## config.mk

```make
export PLATFORM = sky130hd
export DESIGN_NAME = bounded_deque_search_remove_core
export DESIGN_NICKNAME = d
export VERILOG_FILES = /design/src/bdsr_pkg.sv /design/src/bdsr_ram.sv /design/src/bdsr_ctrl.sv /design/src/bdsr_dp.sv /design/src/bounded_deque_search_remove_core.sv
export VERILOG_INCLUDE_DIRS = /design/src /design/src/src
export SDC_FILE = /design/constraint.sdc
export NUM_CORES = 1
export LEC_CHECK = 0
export BUFFER_PORTS_ARGS = -buffer_cell sky130_fd_sc_hd__buf_2
export CAP_MARGIN = 20
export CELL_PAD_IN_SITES_DETAIL_PLACEMENT = 2
export CELL_PAD_IN_SITES_GLOBAL_PLACEMENT = 2
export CORE_ASPECT_RATIO = 0.6
export CORE_MARGIN = 1.5
export CORE_UTILIZATION = 44
export CTS_CLUSTER_DIAMETER = 80
export DETAILED_ROUTE_END_ITERATION = 10
export HOLD_SLACK_MARGIN = 0.12
export PLACE_DENSITY = 0.78
export SETUP_SLACK_MARGIN = 0.5
export SLEW_MARGIN = 20
export SYNTH_ARGS = -nofsm -noshare
export SYNTH_HDL_FRONTEND = slang
export SYNTH_HIERARCHICAL = 1
export SYNTH_SLANG_ARGS = --single-unit
```

## constraint.sdc

```tcl
create_clock -name clk -period 5.06 [get_ports clk]
set_input_delay 1.012 -clock clk [delete_from_list [all_inputs] [get_ports clk]]
set_output_delay 1.012 -clock clk [all_outputs]
set_load 0.02 [all_outputs]
```

## src/bounded_deque_search_remove_core_macros.svh

```systemverilog
// Assertion macros used by the bounded deque core.
// No dependencies; included inside module bodies after the package import.
`ifndef BOUNDED_DEQUE_SEARCH_REMOVE_CORE_MACROS_SVH
`define BOUNDED_DEQUE_SEARCH_REMOVE_CORE_MACROS_SVH

// Same-cycle implication, checked on every rising clk outside reset.
`define BDSR_ASSERT_NOW(label, ante, cons, msg) \
	label: assert property (@(posedge clk) disable iff (!arst_n) (ante) |-> (cons)) \
		else $error(msg);

// Next-cycle implication, checked on every rising clk outside reset.
`define BDSR_ASSERT_NEXT(label, ante, cons, msg) \
	label: assert property (@(posedge clk) disable iff (!arst_n) (ante) |=> (cons)) \
		else $error(msg);

`endif

```

## src/bdsr_pkg.sv

```systemverilog
// Package for the bounded deque core: sizes, codes, transaction structs,
// controller/datapath interface structs and slot arithmetic helpers.
// No dependencies.
package bdsr_pkg;

	localparam int CAPACITY    = 16;
	localparam int VALUE_WIDTH = 32;
	localparam int IDX_W       = $clog2(CAPACITY);
	localparam int CNT_W       = $clog2(CAPACITY + 1);
	localparam int FIELD_W     = 5;
	localparam int IN_VAL_W    = 32;

	typedef enum logic [2:0] {
		ACT_PUSH_FRONT = 3'd0,
		ACT_PUSH_BACK  = 3'd1,
		ACT_POP_FRONT  = 3'd2,
		ACT_POP_BACK   = 3'd3,
		ACT_REMOVE     = 3'd4,
		ACT_SEARCH     = 3'd5
	} action_t;

	typedef enum logic [1:0] {
		STS_OK        = 2'd0,
		STS_EMPTY     = 2'd1,
		STS_NOT_FOUND = 2'd2,
		STS_FULL      = 2'd3
	} status_t;

	typedef enum logic [1:0] {
		S_IDLE,
		S_SCAN,
		S_SHIFT
	} state_t;

	typedef struct packed {
		action_t                     action;
		logic signed [IN_VAL_W-1:0]  value;
	} req_t;

	typedef struct packed {
		status_t              status;
		logic [FIELD_W-1:0]   position;
		logic [FIELD_W-1:0]   entry_count;
	} res_t;

	// Commands from the controller to the datapath
	typedef struct packed {
		logic simple;         // execute push/pop/empty/ignored request at once
		logic load;           // latch key and start a scan
		logic scan;           // advance the scan read pipeline
		logic shift_init;     // set up tail move after a remove hit
		logic shift;          // advance the tail move pipeline
		logic reply_found;    // answer a search hit
		logic reply_miss;     // answer not found
		logic reply_removed;  // answer a completed remove
	} dp_cmd_t;

	// Status from the datapath to the controller
	typedef struct packed {
		logic empty;
		logic is_remove;
		logic hit;
		logic scan_end;
		logic shift_end;
	} dp_sts_t;

	// Store slot of the entry at a given offset from the front
	function automatic logic [IDX_W-1:0] slot_of(input logic [IDX_W-1:0] front,
			input logic [CNT_W-1:0] ofs);
		logic [CNT_W:0] sum;
		sum = (CNT_W+1)'(front) + (CNT_W+1)'(ofs);
		if (sum >= (CNT_W+1)'(CAPACITY)) begin
			sum = sum - (CNT_W+1)'(CAPACITY);
		end
		return sum[IDX_W-1:0];
	endfunction

	// Slot just ahead of the front, wrapping around the store
	function automatic logic [IDX_W-1:0] slot_before(input logic [IDX_W-1:0] front);
		logic [IDX_W-1:0] prev;
		if (front == '0) begin
			prev = IDX_W'(CAPACITY - 1);
		end else begin
			prev = front - IDX_W'(1);
		end
		return prev;
	endfunction

	// Sign-extend or truncate the request value to the stored width
	function automatic logic [VALUE_WIDTH-1:0] to_entry(input logic signed [IN_VAL_W-1:0] v);
		return VALUE_WIDTH'(v);
	endfunction

endpackage

```

## src/bdsr_ram.sv

```systemverilog
// Generic single-write, single-read RAM with registered read data.
// No dependencies.
module bdsr_ram #(
	parameter int WIDTH = 32,
	parameter int DEPTH = 16
) (
	input  logic                     clk,
	input  logic                     we,
	input  logic [$clog2(DEPTH)-1:0] waddr,
	input  logic [WIDTH-1:0]         wdata,
	input  logic [$clog2(DEPTH)-1:0] raddr,
	output logic [WIDTH-1:0]         rdata
);

	logic [WIDTH-1:0] mem [DEPTH];
	logic [WIDTH-1:0] rdata_q;

	// Write port and registered read port
	always_ff @(posedge clk) begin
		if (we) begin
			mem[waddr] <= wdata;
		end
		rdata_q <= mem[raddr];
	end

	assign rdata = rdata_q;

endmodule

```

## src/bdsr_ctrl.sv

```systemverilog
// Controller state machine of the bounded deque core.
// Depends on bdsr_pkg; drives datapath commands from datapath status.
module bdsr_ctrl (
	input  logic              clk,
	input  logic              arst_n,
	input  logic              start,
	input  bdsr_pkg::action_t action,
	input  bdsr_pkg::dp_sts_t sts,
	output bdsr_pkg::dp_cmd_t cmd,
	output logic              busy
);
	import bdsr_pkg::*;

	state_t state_q;
	state_t state_d;
	logic   go_scan;

	// Search and remove on a non-empty store need a walk; all else is immediate
	assign go_scan = start && ((action == ACT_SEARCH) || (action == ACT_REMOVE)) && !sts.empty;

	// Next state
	always_comb begin
		state_d = state_q;
		unique case (state_q)
			S_IDLE: begin
				if (go_scan) begin
					state_d = S_SCAN;
				end
			end
			S_SCAN: begin
				priority if (sts.hit) begin
					state_d = sts.is_remove ? S_SHIFT : S_IDLE;
				end else if (sts.scan_end) begin
					state_d = S_IDLE;
				end else begin
					state_d = state_q;
				end
			end
			S_SHIFT: begin
				if (sts.shift_end) begin
					state_d = S_IDLE;
				end
			end
			default: state_d = S_IDLE;
		endcase
	end

	// Outputs
	always_comb begin
		cmd  = '0;
		busy = 1'b1;
		unique case (state_q)
			S_IDLE: begin
				busy       = 1'b0;
				cmd.load   = go_scan;
				cmd.simple = start && !go_scan;
			end
			S_SCAN: begin
				cmd.scan = 1'b1;
				priority if (sts.hit) begin
					cmd.shift_init  = sts.is_remove;
					cmd.reply_found = !sts.is_remove;
				end else if (sts.scan_end) begin
					cmd.reply_miss = 1'b1;
				end else begin
					cmd.reply_miss = 1'b0;
				end
			end
			S_SHIFT: begin
				cmd.shift         = 1'b1;
				cmd.reply_removed = sts.shift_end;
			end
			default: busy = 1'b0;
		endcase
	end

	// Hold state
	always_ff @(posedge clk or negedge arst_n) begin
		if (!arst_n) begin
			state_q <= S_IDLE;
		end else begin
			state_q <= state_d;
		end
	end

endmodule

```

## src/bdsr_dp.sv

```systemverilog
// Datapath of the bounded deque core: front/count registers, entry store,
// scan and tail-move pipelines, result register.
// Depends on bdsr_pkg, bdsr_ram and the core macro header.
module bdsr_dp (
	input  logic              clk,
	input  logic              arst_n,
	input  bdsr_pkg::req_t    req,
	input  bdsr_pkg::dp_cmd_t cmd,
	output bdsr_pkg::dp_sts_t sts,
	output logic              done,
	output bdsr_pkg::res_t    result
);
	import bdsr_pkg::*;
	`include "bounded_deque_search_remove_core_macros.svh"

	logic [IDX_W-1:0]       front_q;
	logic [IDX_W-1:0]       front_d;
	logic [CNT_W-1:0]       count_q;
	logic [CNT_W-1:0]       count_d;
	logic [VALUE_WIDTH-1:0] key_q;
	logic                   is_remove_q;
	logic [CNT_W-1:0]       scan_ofs_q;
	logic                   cmp_vld_q;
	logic [CNT_W-1:0]       cmp_ofs_q;
	logic [CNT_W-1:0]       sh_rd_q;
	logic [CNT_W-1:0]       sh_wr_q;
	logic                   wr_vld_q;
	logic                   done_q;
	logic                   done_d;
	res_t                   res_q;
	res_t                   res_d;

	logic                   full;
	logic                   scan_issue;
	logic                   shift_issue;
	logic                   ram_we;
	logic [IDX_W-1:0]       ram_waddr;
	logic [VALUE_WIDTH-1:0] ram_wdata;
	logic [IDX_W-1:0]       ram_raddr;
	logic [VALUE_WIDTH-1:0] ram_rdata;

	assign full        = (count_q == CNT_W'(CAPACITY));
	assign scan_issue  = (scan_ofs_q < count_q);
	assign shift_issue = (sh_rd_q < count_q);

	// Status toward the controller
	assign sts.empty     = (count_q == '0);
	assign sts.is_remove = is_remove_q;
	assign sts.hit       = cmp_vld_q && (ram_rdata == key_q);
	assign sts.scan_end  = cmp_vld_q && (cmp_ofs_q == count_q - CNT_W'(1));
	assign sts.shift_end = !shift_issue && !wr_vld_q;

	// Read address: tail move source while shifting, scan offset otherwise
	assign ram_raddr = slot_of(front_q, cmd.shift ? sh_rd_q : scan_ofs_q);

	bdsr_ram #(
		.WIDTH (VALUE_WIDTH),
		.DEPTH (CAPACITY)
	) u_store (
		.clk   (clk),
		.we    (ram_we),
		.waddr (ram_waddr),
		.wdata (ram_wdata),
		.raddr (ram_raddr),
		.rdata (ram_rdata)
	);

	// Request execution, store writes and result formation
	always_comb begin
		front_d         = front_q;
		count_d         = count_q;
		done_d          = 1'b0;
		res_d           = res_q;
		ram_we          = 1'b0;
		ram_waddr       = slot_of(front_q, count_q);
		ram_wdata       = to_entry(req.value);
		priority if (cmd.simple) begin
			done_d         = 1'b1;
			res_d.status   = STS_OK;
			res_d.position = '0;
			unique case (req.action)
				ACT_PUSH_FRONT: begin
					if (full) begin
						res_d.status = STS_FULL;
					end else begin
						front_d   = slot_before(front_q);
						ram_we    = 1'b1;
						ram_waddr = slot_before(front_q);
						count_d   = count_q + CNT_W'(1);
					end
				end
				ACT_PUSH_BACK: begin
					if (full) begin
						res_d.status = STS_FULL;
					end else begin
						ram_we  = 1'b1;
						count_d = count_q + CNT_W'(1);
					end
				end
				ACT_POP_FRONT: begin
					if (sts.empty) begin
						res_d.status = STS_EMPTY;
					end else begin
						front_d = slot_of(front_q, CNT_W'(1));
						count_d = count_q - CNT_W'(1);
					end
				end
				ACT_POP_BACK: begin
					if (sts.empty) begin
						res_d.status = STS_EMPTY;
					end else begin
						count_d = count_q - CNT_W'(1);
					end
				end
				ACT_REMOVE, ACT_SEARCH: begin
					res_d.status = STS_EMPTY;
				end
				default: ;
			endcase
			res_d.entry_count = FIELD_W'(count_d);
		end else if (cmd.reply_found) begin
			done_d            = 1'b1;
			res_d.status      = STS_OK;
			res_d.position    = FIELD_W'(cmp_ofs_q + CNT_W'(1));
			res_d.entry_count = FIELD_W'(count_q);
		end else if (cmd.reply_miss) begin
			done_d            = 1'b1;
			res_d.status      = STS_NOT_FOUND;
			res_d.position    = '0;
			res_d.entry_count = FIELD_W'(count_q);
		end else if (cmd.reply_removed) begin
			done_d            = 1'b1;
			count_d           = count_q - CNT_W'(1);
			res_d.status      = STS_OK;
			res_d.position    = '0;
			res_d.entry_count = FIELD_W'(count_d);
		end else begin
			done_d = 1'b0;
		end
		// Move each later entry one slot toward the front
		if (cmd.shift && wr_vld_q) begin
			ram_we    = 1'b1;
			ram_waddr = slot_of(front_q, sh_wr_q);
			ram_wdata = ram_rdata;
		end
	end

	// Hold deque control state and the result strobe
	always_ff @(posedge clk or negedge arst_n) begin
		if (!arst_n) begin
			front_q   <= '0;
			count_q   <= '0;
			done_q    <= 1'b0;
			cmp_vld_q <= 1'b0;
			wr_vld_q  <= 1'b0;
		end else begin
			front_q <= front_d;
			count_q <= count_d;
			done_q  <= done_d;
			// Clear the compare on load; drop it once a match ends the walk or the entries run out
			priority if (cmd.load) begin
				cmp_vld_q <= 1'b0;
			end else if (cmd.scan) begin
				cmp_vld_q <= scan_issue && !sts.hit;
			end else begin
				cmp_vld_q <= cmp_vld_q;
			end
			priority if (cmd.shift_init) begin
				wr_vld_q <= 1'b0;
			end else if (cmd.shift) begin
				wr_vld_q <= shift_issue;
			end else begin
				wr_vld_q <= wr_vld_q;
			end
		end
	end

	// Advance scan and tail-move offsets, latch key and result
	always_ff @(posedge clk) begin
		res_q <= res_d;
		if (cmd.load) begin
			key_q       <= to_entry(req.value);
			is_remove_q <= (req.action == ACT_REMOVE);
			scan_ofs_q  <= '0;
		end else if (cmd.scan) begin
			if (scan_issue) begin
				scan_ofs_q <= scan_ofs_q + CNT_W'(1);
			end
			cmp_ofs_q <= scan_ofs_q;
		end
		priority if (cmd.shift_init) begin
			sh_rd_q <= cmp_ofs_q + CNT_W'(1);
			sh_wr_q <= cmp_ofs_q;
		end else if (cmd.shift) begin
			if (shift_issue) begin
				sh_rd_q <= sh_rd_q + CNT_W'(1);
			end
			if (wr_vld_q) begin
				sh_wr_q <= sh_wr_q + CNT_W'(1);
			end
		end else begin
			sh_rd_q <= sh_rd_q;
			sh_wr_q <= sh_wr_q;
		end
	end

	assign done   = done_q;
	assign result = res_q;

	`BDSR_ASSERT_NOW(a_count_bound, 1'b1, count_q <= CNT_W'(CAPACITY), "entry count above capacity")
	`BDSR_ASSERT_NOW(a_hit_in_range, sts.hit, cmp_ofs_q < count_q, "match beyond held entries")
	`BDSR_ASSERT_NEXT(a_remove_drops_one, cmd.reply_removed, count_q == $past(count_q) - CNT_W'(1), "remove did not drop exactly one entry")
	`BDSR_ASSERT_NOW(a_empty_reports_zero, done_q && (res_q.status == STS_EMPTY), res_q.entry_count == '0, "empty status with nonzero count")

endmodule

```

## src/bounded_deque_search_remove_core.sv

```systemverilog
// Bounded deque of signed values with search and order-keeping removal.
// Push and pop requests answer in the cycle after acceptance and busy stays low,
// so one such request can be accepted every cycle. Search and remove walk the
// entries from the front through the registered read port of the entry
// store, one entry per cycle: a search answers once the entry at the match
// offset has been compared, or after the last entry on a miss. A remove
// additionally moves every later entry one slot toward the front, one entry
// per cycle behind the same read latency, before it answers.
// busy is high during the walk. done is high for exactly one
// cycle with result valid; it cannot be held off, so the receiver must
// capture it in that cycle. A push into a full store answers status full.
// Depends on bdsr_pkg, bdsr_ctrl and bdsr_dp.
module bounded_deque_search_remove_core (
	input  logic           clk,
	input  logic           arst_n,
	input  logic           start,
	output logic           busy,
	input  bdsr_pkg::req_t req,
	output logic           done,
	output bdsr_pkg::res_t result
);
	import bdsr_pkg::*;

	dp_cmd_t cmd;
	dp_sts_t sts;

	// Sequence the request
	bdsr_ctrl u_ctrl (
		.clk    (clk),
		.arst_n (arst_n),
		.start  (start),
		.action (req.action),
		.sts    (sts),
		.cmd    (cmd),
		.busy   (busy)
	);

	// Hold entries and form the result
	bdsr_dp u_dp (
		.clk    (clk),
		.arst_n (arst_n),
		.req    (req),
		.cmd    (cmd),
		.sts    (sts),
		.done   (done),
		.result (result)
	);

endmodule
```

==> flow_summary.yaml <==
outcome:
  status: "finished clean"
sta:
  max_freq_mhz: 232
  post-route-period-util: 0.851
  rsz0062_at_grt: "false"
  clock_skew_ps: 36.6
  timing.setup.tns_ps: 0
  period_needed_ps: 4310
  timing.slew.headroom: 0.231
  tightest_slew_ps: 1150
  setup_viol: 0
  slew_viol_final: 0
  hold_viol: 0
critical_path:
  crit_required_ps: 5340
  cp-start-kind: "flip-flop"
  crit_buf_inv: 2
  endpoint_kind: "flip-flop"
  crit_family: "simple AND/OR/NAND/NOR gates"
  rr_startpoint: "u_dp/count_q[1]$_DFFE_PN0P_"
  r2r-end: "u_dp/u_store/mem[3][5]$_DFFE_PP_"
  critPathArrivalTime_ps: 4590
  critPathMaxStageDelay_ps: 620
  crit_type: "reg2reg"
  path_cells: "inv_1 > ha_2 > nor4b_4 > nand4bb_4 > and3_2 > nor2b_1 > nand2_2 > o21ai_0 > o22ai_1 > or3b_2 > nor2_4 > buf_12"
  path_max_fanout: 25
  ff2ff_path_depth: 12
  crit_slowest_cell: "or3b_2"
  r2r_slack_ps: 750
clock_tree:
  clk_latency_ps: 620
  numCtsBuffers: 57
  clock_path_buffers: 3
  numClockSinks: 622
  cts_setup_buffers: 0
  clkTransAtPathRegs_ps: 70
  htree_num_levels: 2
  cts_resized: 0
  cts_tree: "done"
  cts_hold_buf: 0
  cts-root-buf: "clkbuf_16"
synth:
  synth.avg_cell_area_sq_um: 19.0
  synth_edf_count: 566
  syn_area_sq_um: 24900
  synth_top_area_share: 0.683
  synth_cell_types: 61
  synth_seq_area_share: 0.730
  ys.flop_type: "edfxtp_1"
  yosysTopAreaCell: "edfxtp_1"
  yosys_warnings: 6
  synth_seq_cells: 622
  synth_nets: 1377
  synthTopCellsByArea: "edfxtp_1, mux4_2, dfxtp_1"
  synthCells: 1308
  async_flop_share: 0.0225
pwr:
  ir_drop_uv: 456
  p_leak_nw: 9.32
  powerDensity_nw_per_um2: 703
global_route:
  grt_pass1_wl_mm: 106
  antenna_found_initial: 2
  track_usage: 0.259
  gr-total-overflow: 0
  grt_pass1_vias: 14600
  grt_max_degree: 47
floorplanning:
  start_util: 0.446
  die_w_um: 310
  dieHeight_um: 187
  num_rows: 67
  core_area_sq_um: 55800
  die_area_sq_um: 58100
  ioPinCount: 52
hold_path:
  holdCritPathClass: "in2async"
placement:
  post_dp_cell_area_sq_um: 26500
  hpwl_mm: 47.0
  portBuffers: 51
  place_congestion: 0.776
detailed_routing:
  ant_nets: 0
  route.detailed.drc: 0
  vias: 13300
  vias_per_cell: 6.01
  drt_iter0_markers: 1297
  wl_mm: 74.5
  post_drt_wl_per_cell_um: 33.6
  drt_pass1_iterations: 5
cells_and_area:
  n_antenna_cell: 0
  nets: 1477
  final_util: 0.510
  area_delta_synth_final_pct: 14.2
  design_area_sq_um: 28400
  drive_gt1_frac: 0.265
  fillers: 4906
flow_run:
  max_cap_viol_count: 0
## cells in the final DEF (no fill, tap or decap), types with 21 or more instances in the layout
master,n
ha_1,26
dfxtp_1,42
buf_2,51
inv_1,25
xnor2_1,37
mux2_2,37
buf_4,40
a21oi_1,25
xor2_1,34
edfxtp_1,566
nand2_1,71
mux4_2,128
clkbuf_16,58
clkbuf_1,21
a22oi_1,64
## registers in the layout (all words and copies together), names as in the netlist
name / flops
u_dp/u_store/mem: 512
u_dp/key_q: 32
u_dp/u_store/rdata: 32
u_dp/result: 12
u_dp/cmp_ofs_q: 5
u_dp/count_q: 5
u_dp/scan_ofs_q: 5
u_dp/sh_rd_q: 5
u_dp/front_q: 4
u_dp/sh_wr_q: 4
u_ctrl/state_q: 2
u_dp/cmp_vld_q: 1
u_dp/done: 1
u_dp/is_remove_q: 1
u_dp/wr_vld_q: 1
## metrics by stage
stage | cells | power [mW] | setup slack [ps] | hold WS (ps)
finish | 2215 | 20.0 | 752 | 336
global route | 2215 | 20.8 | 552 | 342
CTS | 2215 | 20.1 | 589 | 322
detailed placement | 2108 | 15.5 | 606 | 464
global placement | 2108 | 15.0 | 885 | 437
floorplan | 1308 | 12.3 | 433 | 448
## worst max path at each step
stage / start / end / slack [ps] / cells after the start
after floorplan: u_dp/count_q[1]$_DFFE_PN0P_ / u_dp/u_store/mem[1][0]$_DFFE_PP_ / 430 / 11
after global placement: u_dp/count_q[1]$_DFFE_PN0P_ / u_dp/u_store/mem[1][0]$_DFFE_PP_ / 890 / 12
after detailed placement: u_dp/count_q[1]$_DFFE_PN0P_ / u_dp/u_store/mem[1][4]$_DFFE_PP_ / 610 / 12
after CTS: u_dp/count_q[1]$_DFFE_PN0P_ / u_dp/u_store/mem[3][5]$_DFFE_PP_ / 590 / 12
after global routing: u_dp/count_q[1]$_DFFE_PN0P_ / u_dp/u_store/mem[3][5]$_DFFE_PP_ / 550 / 12
final: u_dp/count_q[1]$_DFFE_PN0P_ / u_dp/u_store/mem[3][5]$_DFFE_PP_ / 750 / 12
## cell families (layout without fill, tap and decap cells)
family                     count (synthesis)  count (layout)  synth area share
and+or+nand+nor                          176             176            0.0353
AOI/OAI and AO/OA                        147             147            0.0409
adders and majority gates                 31              31            0.0165
xor gates and xnor gates                  71              71            0.0250
muxes                                    173             173             0.136
buffers and inverters                     88             236            0.0162
DFF                                      622             622             0.730
## layer usage
layer	up-vias	global-route usage	share of wire
li1	5447	-	-
met2	510	0.423	0.49
met4	2	0.0685	0.026
met5	-	0	0.00013
met3	120	0.0417	0.066
met1	7238	0.362	0.42
## layout make-up
cell class / count / area [sq um] / share of cell area
inverters: 26 / 100 / 0.00352
repair buffers: 103 / 796 / 0.0280
multi-input cells: 598 / 6500 / 0.229
flip-flops and latches: 622 / 18200 / 0.639
well taps: 759 / 950 / 0.0334
clock buffers: 84 / 1600 / 0.0562
clock inverters: 23 / 314 / 0.0110
## where the power goes
group          internal [mW]  switching, mW
clock                   2.55           1.94
combinational           3.66           5.30
sequential              6.15          0.407
## cell usage after synthesis, types with 6 or more instances
cell,number
a21o_1,6
a21oi_1,25
a22oi_1,64
buf_1,10
buf_2,14
buf_4,11
clkbuf_1,25
dfrtp_1,14
dfxtp_1,42
edfxtp_1,566
ha_1,28
inv_1,26
mux2_2,37
mux2i_1,8
mux4_2,128
nand2_1,71
nand2b_1,8
nand3_1,13
nor2_1,34
nor2b_1,6
nor3_1,10
nor4_1,8
o21a_1,6
o21ai_0,20
xnor2_1,37
xor2_1,34
(Power assumes the default switching activity.)
